`src/rtl/rmc_pkg.sv`:
```
// ----------------------------------------------------------------------------
// rmc_pkg: shared types and constants of the rmc sentence parser
// Field widths, character codes, the result side-data struct and a
// power-of-ten table for fraction digit weights.
// ----------------------------------------------------------------------------
package rmc_pkg;

    localparam int SENTENCE_MAX_DEF    = 128;
    localparam int FRACTION_DIGITS_DEF = 5;

    localparam int ID_W    = 40;
    localparam int UTC_W   = 7;
    localparam int CHR_W   = 8;
    localparam int E4_W    = 20;
    localparam int DEG_W   = 10;
    localparam int MIN_W   = 7;
    localparam int FHI_W   = 14;
    localparam int DE6_W   = 30;
    localparam int MAG_W   = 31;
    localparam int LATD_W  = 28;
    localparam int TDATA_W = 192;

    localparam int MICRO    = 1000000;
    localparam int E4_SCALE = 10000;

    localparam logic [CHR_W-1:0] CH_ZERO  = 8'h30;
    localparam logic [CHR_W-1:0] CH_NINE  = 8'h39;
    localparam logic [CHR_W-1:0] CH_COMMA = 8'h2C;
    localparam logic [CHR_W-1:0] CH_DOT   = 8'h2E;
    localparam logic [CHR_W-1:0] CH_SOUTH = 8'h53;
    localparam logic [CHR_W-1:0] CH_WEST  = 8'h57;

    // everything of a sentence result except the coordinate values
    typedef struct packed {
        logic [CHR_W-1:0]           lon_h;
        logic [CHR_W-1:0]           lat_h;
        logic [CHR_W-1:0]           status;
        logic [3:0][UTC_W-1:0]      utc;     // hour in [0] up to hundredths in [3]
        logic [ID_W-1:0]            id;
    } rmc_side_t;

    function automatic logic [23:0] pow10(input logic [2:0] e);
        logic [23:0] v;
        case (e)
            3'd0:    v = 24'd1;
            3'd1:    v = 24'd10;
            3'd2:    v = 24'd100;
            3'd3:    v = 24'd1000;
            3'd4:    v = 24'd10000;
            3'd5:    v = 24'd100000;
            3'd6:    v = 24'd1000000;
            default: v = 24'd10000000;
        endcase
        return v;
    endfunction

endpackage

```
`src/rtl/nmea_rmc_sentence_parser_core.sv`:
```
// ----------------------------------------------------------------------------
// nmea_rmc_sentence_parser_core: rmc sentence parser, one character per cycle
// The result item passes the snapshot register and four conversion stages
// after the edge that takes the character flagged last. Throughput: one
// character per cycle unless the output stalls; back-to-back sentences are fine.
// Reset: asynchronous, active low; clears parser state and all stage valids.
// ----------------------------------------------------------------------------
module nmea_rmc_sentence_parser_core
    import rmc_pkg::*;
#(
    parameter int SENTENCE_MAX    = SENTENCE_MAX_DEF,
    parameter int FRACTION_DIGITS = FRACTION_DIGITS_DEF
)
(
    input  logic               clk,
    input  logic               rst_n,
    input  logic               s_axis_tvalid,
    output logic               s_axis_tready,
    input  logic [7:0]         s_axis_tdata,   // char_in
    input  logic               s_axis_tlast,   // last_char
    output logic               m_axis_tvalid,
    input  logic               m_axis_tready,
    // sentence_id, utc_hour, utc_minute, utc_second, utc_hundredths, status_char,
    // lat_minutes_e4, lat_microdeg, lon_minutes_e4, lon_microdeg, lat_hemisphere,
    // lon_hemisphere, one zero pad bit
    output logic [TDATA_W-1:0] m_axis_tdata
);

    localparam int FRAC_W = $clog2(10**FRACTION_DIGITS);

    logic               take;
    logic [4:0]         v_reg;
    logic [5:0]         rdy;

    rmc_side_t          snap_side;
    rmc_side_t          side_reg [1:4];

    logic [DEG_W-1:0]   lat_deg, lon_deg;
    logic [MIN_W-1:0]   lat_min, lon_min;
    logic [FRAC_W-1:0]  lat_frac, lon_frac;
    logic [FHI_W-1:0]   lat_frac_hi, lon_frac_hi;
    logic [E4_W-1:0]    lat_e4, lon_e4;
    logic [MAG_W-1:0]   lat_mag, lon_mag;

    // a stage takes new data when it is empty or its contents move on
    always_comb
    begin
        rdy[5] = m_axis_tready;
        for (int k = 4; k >= 0; k--)
            rdy[k] = !v_reg[k] || rdy[k+1];
    end

    assign s_axis_tready = rdy[0];
    assign take          = s_axis_tvalid && rdy[0];

    always_ff @(posedge clk or negedge rst_n)
    begin
        if (!rst_n)
            v_reg <= '0;
        else
        begin
            if (rdy[0])
                v_reg[0] <= take && s_axis_tlast;
            for (int k = 1; k <= 4; k++)
            begin
                if (rdy[k])
                    v_reg[k] <= v_reg[k-1];
            end
        end
    end

    always_ff @(posedge clk)
    begin
        if (rdy[1])
            side_reg[1] <= snap_side;
        for (int k = 2; k <= 4; k++)
        begin
            if (rdy[k])
                side_reg[k] <= side_reg[k-1];
        end
    end

    rmc_char_parser #(
        .SENTENCE_MAX    (SENTENCE_MAX),
        .FRACTION_DIGITS (FRACTION_DIGITS)
    ) u_parser (
        .clk         (clk),
        .rst_n       (rst_n),
        .take        (take),
        .char_in     (s_axis_tdata),
        .last_char   (s_axis_tlast),
        .snap_side   (snap_side),
        .lat_deg     (lat_deg),
        .lat_min     (lat_min),
        .lat_frac    (lat_frac),
        .lat_frac_hi (lat_frac_hi),
        .lon_deg     (lon_deg),
        .lon_min     (lon_min),
        .lon_frac    (lon_frac),
        .lon_frac_hi (lon_frac_hi)
    );

    rmc_coord_conv #(
        .FRACTION_DIGITS (FRACTION_DIGITS)
    ) u_lat_conv (
        .clk     (clk),
        .ce      (rdy[4:1]),
        .deg     (lat_deg),
        .mi      (lat_min),
        .frac    (lat_frac),
        .frac_hi (lat_frac_hi),
        .neg     (snap_side.lat_h == CH_SOUTH),
        .e4      (lat_e4),
        .mag     (lat_mag)
    );

    rmc_coord_conv #(
        .FRACTION_DIGITS (FRACTION_DIGITS)
    ) u_lon_conv (
        .clk     (clk),
        .ce      (rdy[4:1]),
        .deg     (lon_deg),
        .mi      (lon_min),
        .frac    (lon_frac),
        .frac_hi (lon_frac_hi),
        .neg     (snap_side.lon_h == CH_WEST),
        .e4      (lon_e4),
        .mag     (lon_mag)
    );

    assign m_axis_tvalid = v_reg[4];
    assign m_axis_tdata  = {1'b0,
                            side_reg[4].lon_h,
                            side_reg[4].lat_h,
                            lon_mag,
                            lon_e4,
                            lat_mag[LATD_W-1:0],
                            lat_e4,
                            side_reg[4].status,
                            side_reg[4].utc,
                            side_reg[4].id};

endmodule

```
`src/rtl/rmc_char_parser.sv`:
```
// ----------------------------------------------------------------------------
// rmc_char_parser: per-character field splitter and digit accumulator
// Tracks field, position and parse phase, accumulates time and coordinate
// digits, and snapshots the raw sentence values on the last character.
// ----------------------------------------------------------------------------
module rmc_char_parser
    import rmc_pkg::*;
#(
    parameter int SENTENCE_MAX    = SENTENCE_MAX_DEF,
    parameter int FRACTION_DIGITS = FRACTION_DIGITS_DEF
)
(
    input  logic                                         clk,
    input  logic                                         rst_n,
    input  logic                                         take,
    input  logic [CHR_W-1:0]                             char_in,
    input  logic                                         last_char,
    output rmc_side_t                                    snap_side,
    output logic [DEG_W-1:0]                             lat_deg,
    output logic [MIN_W-1:0]                             lat_min,
    output logic [$clog2(10**FRACTION_DIGITS)-1:0]       lat_frac,
    output logic [FHI_W-1:0]                             lat_frac_hi,
    output logic [DEG_W-1:0]                             lon_deg,
    output logic [MIN_W-1:0]                             lon_min,
    output logic [$clog2(10**FRACTION_DIGITS)-1:0]       lon_frac,
    output logic [FHI_W-1:0]                             lon_frac_hi
);

    localparam int FRAC_W = $clog2(10**FRACTION_DIGITS);
    localparam int CP_W   = $clog2(SENTENCE_MAX + 1);

    localparam logic [3:0] FLD_TIME   = 4'd1;
    localparam logic [3:0] FLD_STATUS = 4'd2;
    localparam logic [3:0] FLD_LAT    = 4'd3;
    localparam logic [3:0] FLD_NS     = 4'd4;
    localparam logic [3:0] FLD_LON    = 4'd5;
    localparam logic [3:0] FLD_EW     = 4'd6;
    localparam logic [3:0] FLD_MAX    = 4'd15;

    // time field phases
    localparam logic [2:0] PH_T_HH   = 3'd0;
    localparam logic [2:0] PH_T_SS   = 3'd2;
    localparam logic [2:0] PH_T_DOT  = 3'd3;
    localparam logic [2:0] PH_T_HS   = 3'd4;
    localparam logic [2:0] PH_T_DONE = 3'd5;
    // coordinate field phases
    localparam logic [2:0] PH_C_DEG  = 3'd0;
    localparam logic [2:0] PH_C_MIN  = 3'd1;
    localparam logic [2:0] PH_C_FRAC = 3'd2;
    localparam logic [2:0] PH_C_DONE = 3'd3;

    typedef struct packed {
        logic [DEG_W-1:0]  deg;
        logic [MIN_W-1:0]  mi;
        logic [FRAC_W-1:0] frac;
        logic [FHI_W-1:0]  frac_hi;
    } coord_t;

    logic [3:0]            fn_reg, fn_next;
    logic [CP_W-1:0]       cp_reg, cp_next;
    logic [2:0]            dp_reg, dp_next;
    logic [2:0]            ph_reg, ph_next;
    logic                  fs_reg, fs_next;
    logic [ID_W-1:0]       id_reg, id_next;
    logic [3:0][UTC_W-1:0] tp_reg, tp_next;
    coord_t                acc_reg, acc_next;
    logic [2:0]            cnt_reg, cnt_next;
    coord_t                lat_reg, lat_next;
    coord_t                lon_reg, lon_next;
    logic [2:0][CHR_W-1:0] ch_reg, ch_next;

    rmc_side_t             snap_side_reg;
    coord_t                snap_lat_reg, snap_lon_reg;

    logic                  is_dig;
    logic [3:0]            dval;
    logic [1:0]            part;
    logic [2:0]            grp_next;
    logic [2:0]            ndeg;
    logic [9:0]            mi_wide;
    logic                  fin;

    always_comb
    begin
        fn_next  = fn_reg;
        cp_next  = cp_reg;
        dp_next  = dp_reg;
        ph_next  = ph_reg;
        fs_next  = fs_reg;
        id_next  = id_reg;
        tp_next  = tp_reg;
        acc_next = acc_reg;
        cnt_next = cnt_reg;
        lat_next = lat_reg;
        lon_next = lon_reg;
        ch_next  = ch_reg;

        is_dig   = char_in inside {[CH_ZERO:CH_NINE]};
        dval     = 4'(char_in - CH_ZERO);
        part     = (ph_reg == PH_T_HS) ? 2'd3 : ph_reg[1:0];
        grp_next = (ph_reg == PH_T_HS) ? PH_T_DONE : ph_reg + 3'd1;
        ndeg     = (fn_reg == FLD_LAT) ? 3'd2 : 3'd3;
        mi_wide  = 10'(acc_reg.mi) * 10'd10 + 10'(dval);

        if (take && (cp_reg < CP_W'(SENTENCE_MAX)))
        begin
            cp_next = cp_reg + 1'b1;
            for (int k = 1; k <= 5; k++)
            begin
                if (cp_reg == CP_W'(k))
                    id_next[(5-k)*8 +: 8] = char_in;
            end

            if (char_in == CH_COMMA)
            begin
                if (fn_reg == FLD_LAT)
                    lat_next = acc_reg;
                else if (fn_reg == FLD_LON)
                    lon_next = acc_reg;
                if (fn_reg != FLD_MAX)
                    fn_next = fn_reg + 4'd1;
                ph_next  = '0;
                dp_next  = '0;
                fs_next  = 1'b1;
                acc_next = '0;
                cnt_next = '0;
            end
            else
            begin
                case (fn_reg)
                    FLD_TIME:
                    begin
                        if (ph_reg == PH_T_DOT)
                            ph_next = (char_in == CH_DOT) ? PH_T_HS : PH_T_DONE;
                        else if ((ph_reg >= PH_T_HH && ph_reg <= PH_T_SS) || ph_reg == PH_T_HS)
                        begin
                            if (is_dig)
                            begin
                                tp_next[part] = 7'(11'(tp_reg[part]) * 11'd10 + 11'(dval));
                                if (dp_reg != '0)
                                begin
                                    dp_next = '0;
                                    ph_next = grp_next;
                                end
                                else
                                    dp_next = 3'd1;
                            end
                            else if (dp_reg != '0)
                            begin
                                // group closed early, the character is seen again
                                dp_next = '0;
                                ph_next = (grp_next == PH_T_DOT && char_in == CH_DOT) ?
                                          PH_T_HS : PH_T_DONE;
                            end
                            else
                                ph_next = PH_T_DONE;
                        end
                    end
                    FLD_STATUS:
                    begin
                        if (fs_reg)
                            ch_next[0] = char_in;
                    end
                    FLD_NS:
                    begin
                        if (fs_reg)
                            ch_next[1] = char_in;
                    end
                    FLD_EW:
                    begin
                        if (fs_reg)
                            ch_next[2] = char_in;
                    end
                    FLD_LAT, FLD_LON:
                    begin
                        case (ph_reg)
                            PH_C_DEG:
                            begin
                                if (is_dig)
                                begin
                                    acc_next.deg = DEG_W'(14'(acc_reg.deg) * 14'd10 + 14'(dval));
                                    if ((dp_reg + 3'd1) >= ndeg)
                                    begin
                                        dp_next = '0;
                                        ph_next = PH_C_MIN;
                                    end
                                    else
                                        dp_next = dp_reg + 3'd1;
                                end
                                else if (dp_reg == '0)
                                    ph_next = PH_C_DONE;
                                else
                                begin
                                    dp_next = '0;
                                    ph_next = (char_in == CH_DOT) ? PH_C_FRAC : PH_C_DONE;
                                end
                            end
                            PH_C_MIN:
                            begin
                                if (is_dig)
                                    acc_next.mi = (mi_wide > 10'd99) ? 7'd99 : mi_wide[6:0];
                                else if (char_in == CH_DOT)
                                    ph_next = PH_C_FRAC;
                                else
                                    ph_next = PH_C_DONE;
                            end
                            PH_C_FRAC:
                            begin
                                if (is_dig)
                                begin
                                    // digits past the configured count are dropped
                                    if ({1'b0, cnt_reg} < 4'(FRACTION_DIGITS))
                                    begin
                                        acc_next.frac = acc_reg.frac + FRAC_W'(28'(dval) *
                                            28'(pow10(3'(FRACTION_DIGITS - 1) - cnt_reg)));
                                        if (cnt_reg < 3'd4)
                                            acc_next.frac_hi = acc_reg.frac_hi + FHI_W'(
                                                28'(dval) * 28'(pow10(3'd3 - cnt_reg)));
                                        cnt_next = cnt_reg + 3'd1;
                                    end
                                end
                                else
                                    ph_next = PH_C_DONE;
                            end
                            default: ;
                        endcase
                    end
                    default: ;
                endcase
                fs_next = 1'b0;
            end
        end
    end

    assign fin = take && last_char;

    always_ff @(posedge clk or negedge rst_n)
    begin
        if (!rst_n)
        begin
            fn_reg  <= '0;
            cp_reg  <= '0;
            dp_reg  <= '0;
            ph_reg  <= '0;
            fs_reg  <= 1'b1;
            id_reg  <= '0;
            tp_reg  <= '0;
            acc_reg <= '0;
            cnt_reg <= '0;
            lat_reg <= '0;
            lon_reg <= '0;
            ch_reg  <= '0;
        end
        else if (fin)
        begin
            // sentence done, back to the start state
            fn_reg  <= '0;
            cp_reg  <= '0;
            dp_reg  <= '0;
            ph_reg  <= '0;
            fs_reg  <= 1'b1;
            id_reg  <= '0;
            tp_reg  <= '0;
            acc_reg <= '0;
            cnt_reg <= '0;
            lat_reg <= '0;
            lon_reg <= '0;
            ch_reg  <= '0;
        end
        else
        begin
            fn_reg  <= fn_next;
            cp_reg  <= cp_next;
            dp_reg  <= dp_next;
            ph_reg  <= ph_next;
            fs_reg  <= fs_next;
            id_reg  <= id_next;
            tp_reg  <= tp_next;
            acc_reg <= acc_next;
            cnt_reg <= cnt_next;
            lat_reg <= lat_next;
            lon_reg <= lon_next;
            ch_reg  <= ch_next;
        end
    end

    // snapshot; an open coordinate field is closed with its running values
    always_ff @(posedge clk)
    begin
        if (fin)
        begin
            snap_side_reg.id     <= id_next;
            snap_side_reg.utc    <= tp_next;
            snap_side_reg.status <= ch_next[0];
            snap_side_reg.lat_h  <= ch_next[1];
            snap_side_reg.lon_h  <= ch_next[2];
            snap_lat_reg         <= (fn_next == FLD_LAT) ? acc_next : lat_next;
            snap_lon_reg         <= (fn_next == FLD_LON) ? acc_next : lon_next;
        end
    end

    assign snap_side   = snap_side_reg;
    assign lat_deg     = snap_lat_reg.deg;
    assign lat_min     = snap_lat_reg.mi;
    assign lat_frac    = snap_lat_reg.frac;
    assign lat_frac_hi = snap_lat_reg.frac_hi;
    assign lon_deg     = snap_lon_reg.deg;
    assign lon_min     = snap_lon_reg.mi;
    assign lon_frac    = snap_lon_reg.frac;
    assign lon_frac_hi = snap_lon_reg.frac_hi;

endmodule

```
`src/rtl/rmc_coord_conv.sv`:
```
// ----------------------------------------------------------------------------
// rmc_coord_conv: coordinate scaling pipeline
// Four stages turn degrees, minutes and minute fraction into minutes*1e4
// and signed microdegrees, rounding half up via a reciprocal multiply.
// ----------------------------------------------------------------------------
module rmc_coord_conv
    import rmc_pkg::*;
#(
    parameter int FRACTION_DIGITS = FRACTION_DIGITS_DEF
)
(
    input  logic                                    clk,
    input  logic [3:0]                              ce,
    input  logic [DEG_W-1:0]                        deg,
    input  logic [MIN_W-1:0]                        mi,
    input  logic [$clog2(10**FRACTION_DIGITS)-1:0]  frac,
    input  logic [FHI_W-1:0]                        frac_hi,
    input  logic                                    neg,
    output logic [E4_W-1:0]                         e4,
    output logic [MAG_W-1:0]                        mag
);

    localparam int FRAC_W    = $clog2(10**FRACTION_DIGITS);
    // microdegrees of the minutes = floor((min*MUL_MIN + frac*MUL_FRAC + HALF) / DV)
    localparam int MUL_FRAC  = (FRACTION_DIGITS <= 6) ? 10**(6 - FRACTION_DIGITS) : 1;
    localparam int MUL_MIN   = (FRACTION_DIGITS <= 6) ? MICRO : 10**FRACTION_DIGITS;
    localparam int HALF      = (FRACTION_DIGITS <= 6) ? 30 : 300;
    localparam int DV        = (FRACTION_DIGITS <= 6) ? 60 : 600;
    localparam int YMAX      = 99 * MUL_MIN + (10**FRACTION_DIGITS - 1) * MUL_FRAC + HALF;
    localparam int Y_W       = $clog2(YMAX + 1);
    localparam logic [32:0] TWO32 = 33'h1_0000_0000;
    localparam logic [31:0] RECIP = 32'(TWO32 / DV);
    localparam int R_W       = $clog2(RECIP + 1);
    localparam int P_W       = Y_W + R_W;
    localparam int Q_W       = P_W - 32;

    logic [Y_W-1:0]    y1_reg, y2_reg;
    logic [DE6_W-1:0]  de6_1_reg, de6_2_reg, de6_3_reg;
    logic [E4_W-1:0]   e4_1_reg, e4_2_reg, e4_3_reg, e4_4_reg;
    logic              neg1_reg, neg2_reg, neg3_reg;
    logic [P_W-1:0]    prod2_reg;
    logic [Q_W-1:0]    q3_reg;
    logic [MAG_W-1:0]  mag4_reg;

    logic [Q_W-1:0]    q0;
    logic [Y_W-1:0]    rem;
    logic [MAG_W-1:0]  sum4;

    assign q0   = prod2_reg[P_W-1:32];
    // the estimate is at most one low
    assign rem  = y2_reg - Y_W'(Y_W'(q0) * Y_W'(DV));
    assign sum4 = MAG_W'(de6_3_reg) + MAG_W'(q3_reg);

    always_ff @(posedge clk)
    begin
        if (ce[0])
        begin
            y1_reg    <= Y_W'(Y_W'(mi) * Y_W'(MUL_MIN)) + Y_W'(Y_W'(frac) * Y_W'(MUL_FRAC))
                         + Y_W'(HALF);
            de6_1_reg <= DE6_W'(DE6_W'(deg) * DE6_W'(MICRO));
            e4_1_reg  <= E4_W'(E4_W'(mi) * E4_W'(E4_SCALE)) + E4_W'(frac_hi);
            neg1_reg  <= neg;
        end
        if (ce[1])
        begin
            prod2_reg <= P_W'(y1_reg) * P_W'(RECIP);
            y2_reg    <= y1_reg;
            de6_2_reg <= de6_1_reg;
            e4_2_reg  <= e4_1_reg;
            neg2_reg  <= neg1_reg;
        end
        if (ce[2])
        begin
            q3_reg    <= q0 + Q_W'(rem >= Y_W'(DV));
            de6_3_reg <= de6_2_reg;
            e4_3_reg  <= e4_2_reg;
            neg3_reg  <= neg2_reg;
        end
        if (ce[3])
        begin
            mag4_reg  <= neg3_reg ? (MAG_W'(0) - sum4) : sum4;
            e4_4_reg  <= e4_3_reg;
        end
    end

    assign e4  = e4_4_reg;
    assign mag = mag4_reg;

endmodule

```
`config.mk`:
```
export PLATFORM = sky130hd
export DESIGN_NAME = nmea_rmc_sentence_parser_core
export DESIGN_NICKNAME = d
export VERILOG_FILES = /design/src/rtl/rmc_pkg.sv /design/src/rtl/nmea_rmc_sentence_parser_core.sv /design/src/rtl/rmc_char_parser.sv /design/src/rtl/rmc_coord_conv.sv
export SDC_FILE = /design/constraint.sdc
export NUM_CORES = 2
export LEC_CHECK = 0
export BUFFER_PORTS_ARGS = -buffer_cell sky130_fd_sc_hd__buf_2
export CAP_MARGIN = 20
export CORE_UTILIZATION = 50
export DETAILED_ROUTE_END_ITERATION = 12
export MAX_ROUTING_LAYER = met4
export PLACE_DENSITY = 0.74
export SYNTH_ARGS = -nofsm -noshare
export SYNTH_HDL_FRONTEND = slang
export SYNTH_SLANG_ARGS = --single-unit
```
`constraint.sdc`:
```
create_clock -name clk -period 7.7 [get_ports clk]
set_input_delay 0.385 -clock clk [delete_from_list [all_inputs] [get_ports clk]]
set_output_delay 0.385 -clock clk [all_outputs]
set_load 0.02 [all_outputs]
```
---- Word-level counts from Yosys, hierarchy flattened ----
Memory sizes are Yosys's and may differ from the RTL's.
Index checks and enable logic that the tools add are counted.
storage, ports and cells
  logic and storage cells ................. 341
  bits of input ports ..................... 13
  register bits ........................... 1070
  memories kept ........................... 1
  output and inout port bits .............. 194
  RAM bits ................................ 368
operators by class
  $lt $le $gt $ge ......................... 13
  multiply operators ...................... 17
  equal/unequal tests ..................... 46
  mux-type cells .......................... 127
  reductions and logical operators ........ 33
  add/sub/neg operators ................... 27
memories
  name      depth  bits a word  read ports  clocked after memory_dff  wr ports  line                                 RTL
  side_reg  4      92           4           0                         4         nmea_rmc_sentence_parser_core.sv:36  rmc_side_t side_reg [1:4];
operator list
  cell                                                                                  number
  48-bit 2-to-1 mux                                                                     15
  24-bit 2-to-1 mux                                                                     16
  24-bit case mux with 7 select lines                                                   2
  28-bit 2-to-1 mux                                                                     8
  31-bit 2-to-1 mux                                                                     4
  27-bit by 25-bit multiplier with 52-bit output, second input constant                 2
  8-bit 2-to-1 mux                                                                      13
  3-bit 2-to-1 mux                                                                      32
  40-bit 2-to-1 mux                                                                     2
  27-bit by 21-bit adder with 27-bit output                                             2
  27-bit by 5-bit adder with 27-bit output, second input constant                       2
  27-bit by 6-bit greater-or-equal comparator with 1-bit output, second input constant  2
  27-bit subtractor                                                                     2
  22-bit by 4-bit multiplier with 25-bit output, second input constant                  2
  22-bit by 1-bit adder with 22-bit output                                              2
  7-bit by 14-bit multiplier with 21-bit output, second input constant                  2
  20-bit by 14-bit adder with 20-bit output                                             2
  17-bit by 3-bit multiplier with 20-bit output, second input constant                  2
  7-bit 2-to-1 mux                                                                      5
  7-bit by 10-bit multiplier with 16-bit output, second input constant                  2
  30-bit by 22-bit adder with 31-bit output                                             1
  1-bit by 31-bit subtractor with 31-bit output, first input constant                   1
  28-bit by 22-bit adder with 28-bit output                                             1
  28-bit bitwise mux                                                                    1
  other kinds (67)                                                                      140

---- Depth between registers and ports, before layout ----
  depth in word-level cells ............... 20
  gate-level depth with buffers ........... 34
  mapped depth without buffers ............ 34

---- Modules after synthesis ----
From an unflattened synthesis, not the netlist that was laid out.
unflattened totals
  cells, all modules ...................... 7408
  area total of the unflattened synthesis .. 88561.2 um^2
by module, submodules not included
  module                         cells an instance  area each (um^2)  sequential area each (um^2)  times used
  rmc_coord_conv at u_lon_conv   2441               26545.5           8438.1                       1
  rmc_coord_conv at u_lat_conv   2353               25983.7           8438.1                       1
  rmc_char_parser                2127               24014.3           12102.9                      1
  nmea_rmc_sentence_parser_core  487                12017.8           11175.7                      1

---- Least setup slack after synthesis ----
Ideal clock, no wire load.
  kind .................................... register to register
  start ................................... register u_lon_conv.prod2_reg[34]
  end ..................................... register u_lon_conv.q3_reg[20] (data pin)
  path slack .............................. -66 ps
  arrival ................................. 7500 ps
  buffers on the path ..................... 0
  required time ........................... 7433 ps
  cell stages (with the launch flop) ...... 33
  period minus slack after synthesis ...... 7766 ps
  library setup time ...................... 267 ps
  path through ............................ edfxtp_1 > fa_1 > fa_1 > ha_1 > a21o_1 > a21oi_1 > o21a_1 > o21ai_0 > o211ai_1 > a21boi_0 > o41ai_1 > o22ai_1 > o311a_1 > o41ai_1 > xor2_1 > ha_1 > inv_1 > a222oi_1 > o311ai_0 > or4_1 > a21o_1 > nor4_1 > o2111ai_1 > or4_1 > a211oi_1 > nand3_1 > ha_1 > and3_1 > and3_1 > nand3_1 > nor2_1 > nand4_1 > xnor2_1
between the ends
  cells in the longest elaborated chain, start to end .. 4
RTL lines
  what                                                           line                  RTL
  from (decl)                                                    rmc_coord_conv.sv:41  logic [P_W-1:0] prod2_reg;
  from (signal assigned)                                         rmc_coord_conv.sv:66  prod2_reg <= P_W'(y1_reg) * P_W'(RECIP);
  22-bit by 4-bit multiplier with 25-bit output                  rmc_coord_conv.sv:51  assign rem = y2_reg - Y_W'(Y_W'(q0) * Y_W'(DV));
  27-bit subtractor                                              rmc_coord_conv.sv:51
  27-bit by 6-bit greater-or-equal comparator with 1-bit output  rmc_coord_conv.sv:74  q3_reg <= q0 + Q_W'(rem >= Y_W'(DV));
  22-bit by 1-bit adder with 22-bit output *                     rmc_coord_conv.sv:74
  to (signal assigned)                                           rmc_coord_conv.sv:74
  to (decl)                                                      rmc_coord_conv.sv:42  logic [Q_W-1:0] q3_reg;
Mark *: on every way between the ends. The rest lies on a longest branch, timed or not.
A chain may end at the register's enable or synchronous reset.

---- Worst setup path in the final report ----
  start ................................... register u_lon_conv.prod2_reg[33]
  end ..................................... register u_lon_conv.q3_reg[20] (data pin)
Same word-level chain as after synthesis.

==> results_tabular.tex <==
\begin{tabular}{lr}
\hline
Metric & Value \\
\hline
\multicolumn{2}{l}{\textbf{Status}} \\
Result of the run & complete, but fails checks \\
Violated checks & setup timing \\
\multicolumn{2}{l}{\textbf{Finish}} \\
Seq. cell area & 39900 um\^{}2 \\
Final-stage net count & 8784 \\
Core occupancy in the finished layout & 0.560 \\
Number of flip-flops in the largest register & 368 \\
Share of layout cells above drive strength 1 & 0.104 \\
Fillers & 13700 \\
Total area of multi-input combinational cells & 41700 um\^{}2 \\
Area growth from synthesis to layout & 11.1\% \\
\multicolumn{2}{l}{\textbf{Die}} \\
Number of placed I/O pins & 207 \\
Total core area & 170000 um\^{}2 \\
Initial Utilization & 0.504 \\
Floorplan die area & 173000 um\^{}2 \\
Die boundary width & 416 um \\
Die height & 416 um \\
Site Rows & 151 \\
\multicolumn{2}{l}{\textbf{Route}} \\
Drt pass-1 iters & 5 \\
Final routed DRC violation total & 0 \\
Routed WL per cell & 18.8 um \\
Drt initial violations & 3111 \\
Via total after detailed routing & 52400 \\
Post-route ant nets & 0 \\
Per-cell via count in the routed design & 5.43 \\
Routed wire length & 181000 um \\
\multicolumn{2}{l}{\textbf{Worst hold path}} \\
Origin of the worst min-delay path & s\_axis\_tdata[7] \\
Kind of path behind the tightest hold check & in2reg \\
Sink of the worst hold path & u\_parser.snap\_side[31]\$\_DFFE\_PP\_ \\
Number of stages on the worst hold path & 2 \\
\multicolumn{2}{l}{\textbf{Logic synthesis}} \\
Count leader, synth & sky130\_fd\_sc\_hd\_\_edfxtp\_1 \\
Sequential share of the synthesized area & 0.466 \\
Mean area per synthesized cell & 12.2 um\^{}2 \\
Number of warnings reported in the yosys synthesis log & 0 \\
Fraction of synthesized cell area taken by the top area cell type & 0.389 \\
Number of distinct library cells after synthesis & 87 \\
Synth Net Count & 8475 \\
Cell taking the most area after synthesis & sky130\_fd\_sc\_hd\_\_edfxtp\_1 \\
Most instantiated flip-flop cell in the synthesis netlist & sky130\_fd\_sc\_hd\_\_edfxtp\_1 \\
Number of flops mapped to enable cells by yosys & 1109 \\
Total standard cell area after synthesis & 85600 um\^{}2 \\
Top cells by count, synth & sky130\_fd\_sc\_hd\_\_edfxtp\_1, sky130\_fd\_sc\_hd\_\_ha\_1, sky130\_fd\_sc\_hd\_\_inv\_1, sky130\_fd\_sc\_hd\_\_nor2\_1, sky130\_fd\_sc\_hd\_\_fa\_1 \\
Number of storage elements in the synthesis netlist & 1372 \\
Share of synthesized flip-flops with an asynchronous set or reset & 0.192 \\
Mapped Cells & 6996 \\
Cells taking the most area after synthesis & sky130\_fd\_sc\_hd\_\_edfxtp\_1, sky130\_fd\_sc\_hd\_\_ha\_1, sky130\_fd\_sc\_hd\_\_fa\_1 \\
\multicolumn{2}{l}{\textbf{Worst setup path}} \\
Worst setup EP type & flip-flop \\
Type of element launching the critical path & flip-flop \\
Sum of buffers and inverters on the critical path & 2 \\
Endpoint of the worst register-to-register path & u\_lon\_conv.q3\_reg[20]\$\_DFFE\_PP\_ \\
Path depth of the worst reg2reg path & 33 \\
Launch point of the worst path & u\_lon\_conv.prod2\_reg[33]\$\_DFFE\_PP\_ \\
Worst EP arrival & 8330 ps \\
Critical Setup Path Class & reg2reg \\
Kind of cell with the highest combined delay on the critical path & compound AO/OA/AOI/OAI gates \\
Highest net fanout along the worst path & 4 \\
Delay of the slowest cell on the worst path & 610 ps \\
Data required time of the critical path & 8230 ps \\
Worst-case register-to-register setup slack & -100 ps \\
Cell at the slowest stage of the critical path & sky130\_fd\_sc\_hd\_\_fa\_1 \\
Worst flop-to-flop path startpoint & u\_lon\_conv.prod2\_reg[33]\$\_DFFE\_PP\_ \\
\multicolumn{2}{l}{\textbf{Timing}} \\
\# setup viols final & 6 \\
Max-slew violation total from the final report & 0 \\
Normalized max-slew margin & 0.192 \\
Post-layout minimum cycle time & 7800 ps \\
Actual transition at the worst max-transition pin & 1210 ps \\
Tcrit/Tclk final & 1.01 \\
Crit path setup slack, layout & -99.9 ps \\
Fin Clk Skew & 71.3 ps \\
Final number of hold-violating endpoints & 0 \\
RSZ-0062 raised after global routing & true \\
Final-layout setup total negative slack & -439 ps \\
Fmax & 128 MHz \\
\multicolumn{2}{l}{\textbf{Clock tree}} \\
Clock tree from TritonCTS & built \\
H-tree depth reported by CTS & 4 \\
Clock slew seen by the registers of the worst setup and hold paths & 60 ps \\
CTS sink count & 1372 \\
Clock root cell & sky130\_fd\_sc\_hd\_\_clkbuf\_16 \\
Source-to-sink clock delay at the later pin of the worst-skew pair & 840 ps \\
TritonCTS buffer count & 147 \\
Clk buf depth & 3 \\
\multicolumn{2}{l}{\textbf{GRT}} \\
Overall routing resource usage & 0.217 \\
First-pass GRT wire length & 289000 um \\
Global-route congestion overflow total & 0 \\
Via count of the first global-routing pass & 53800 \\
Antenna violations before repair & 4 \\
Pin count of the biggest net entering global routing & 150 \\
\multicolumn{2}{l}{\textbf{Placed design}} \\
GP Congestion & 0.894 \\
Number of port buffers & 205 \\
DP HPWL & 132000 um \\
\multicolumn{2}{l}{\textbf{Run}} \\
Max-capacitance violation count & 0 \\
\hline
\end{tabular}
-- cells by family after synthesis --
family,share of synthesized area
AO/OA/AOI/OAI,0.0748
XOR/XNOR,0.0472
adder cells (fa/ha/maj),0.251
buffers and inverters,0.0507
flip-flops,0.466
multiplexers,0.0321
other,0.0000438
AND/OR/NAND/NOR,0.0784
-- final cells by class --
class | count | share of cell area
sequential | 1372 | 0.419
clock buffer | 187 | 0.0417
timing repair buffer | 357 | 0.0236
antenna | 3 | 0.0000790
multi-input combinational | 4562 | 0.439
inverter | 865 | 0.0343
clock inverter | 85 | 0.0131
tap | 2218 | 0.0292
-- how the worst max path moves through the flow --
stage	end	slack, ps	cells after the start
2_1_floorplan	u_lon_conv.q3_reg[20]$_DFFE_PP_	10	32
3_3_place_gp	u_lon_conv.q3_reg[20]$_DFFE_PP_	-520	32
3_5_place_dp	u_lon_conv.q3_reg[20]$_DFFE_PP_	-690	32
4_1_cts	u_lon_conv.q3_reg[20]$_DFFE_PP_	-360	33
5_1_grt	u_lon_conv.q3_reg[20]$_DFFE_PP_	-470	32
6_report	u_lon_conv.q3_reg[20]$_DFFE_PP_	-100	33
-- routing by layer --
metal / share of wire / GRT usage / up-vias / routed length (um)
li1: - / - / 25000 / -
met1: 0.44 / 0.281 / 26100 / 80400
met2: 0.49 / 0.360 / 1018 / 89400
met3: 0.040 / 0.0293 / 251 / 7280
met4: 0.022 / 0.0541 / 0 / 4020
met5: 0 / - / - / 0
-- layout by cell type (no fill, tap or decap), types with 81 or more instances in the layout --
master / Yosys / final
sky130_fd_sc_hd__buf_2: 1 / 204
sky130_fd_sc_hd__edfxtp_1: 1109 / 1109
sky130_fd_sc_hd__buf_4: 93 / 141
sky130_fd_sc_hd__nor2_1: 423 / 420
sky130_fd_sc_hd__a21o_1: 81 / 81
sky130_fd_sc_hd__nand2_1: 300 / 292
sky130_fd_sc_hd__xnor2_1: 334 / 331
sky130_fd_sc_hd__dfrtp_1: 262 / 261
sky130_fd_sc_hd__fa_1: 416 / 415
sky130_fd_sc_hd__ha_1: 1050 / 1043
sky130_fd_sc_hd__and2_1: 148 / 148
sky130_fd_sc_hd__clkbuf_16: 0 / 150
sky130_fd_sc_hd__xor2_1: 127 / 127
sky130_fd_sc_hd__mux2i_1: 183 / 183
sky130_fd_sc_hd__o21ai_0: 205 / 199
sky130_fd_sc_hd__a21oi_1: 289 / 283
sky130_fd_sc_hd__mux2_2: 81 / 81
sky130_fd_sc_hd__nand3_1: 97 / 89
sky130_fd_sc_hd__inv_1: 863 / 859
-- metrics by stage --
stage | hold slack, ps | instances | setup slack, ps | cell area [um^2]
after floorplan | 89.4 | 6996 | 14.8 | 85600
after global placement | 400 | 9351 | -517 | 89400
after detailed placement | 405 | 9351 | -688 | 89400
after CTS | 23.0 | 9636 | -357 | 94800
after global routing | 80.8 | 9649 | -470 | 95100
final | 102 | 9649 | -99.9 | 95100
-- repair_timing --
item / 4_1_cts / 5_1_grt
endpoints found under the setup margin: 25 / 36
hold endpoints to repair: 93 / 0
buffers inserted: 11 / 11
resized for setup: 35 / 38
pin swaps: 35 / 38
hold buffers: 2 / 0
Power is not shown: default switching activity piles up to over one toggle a cycle in this logic, so the estimate is an artifact.
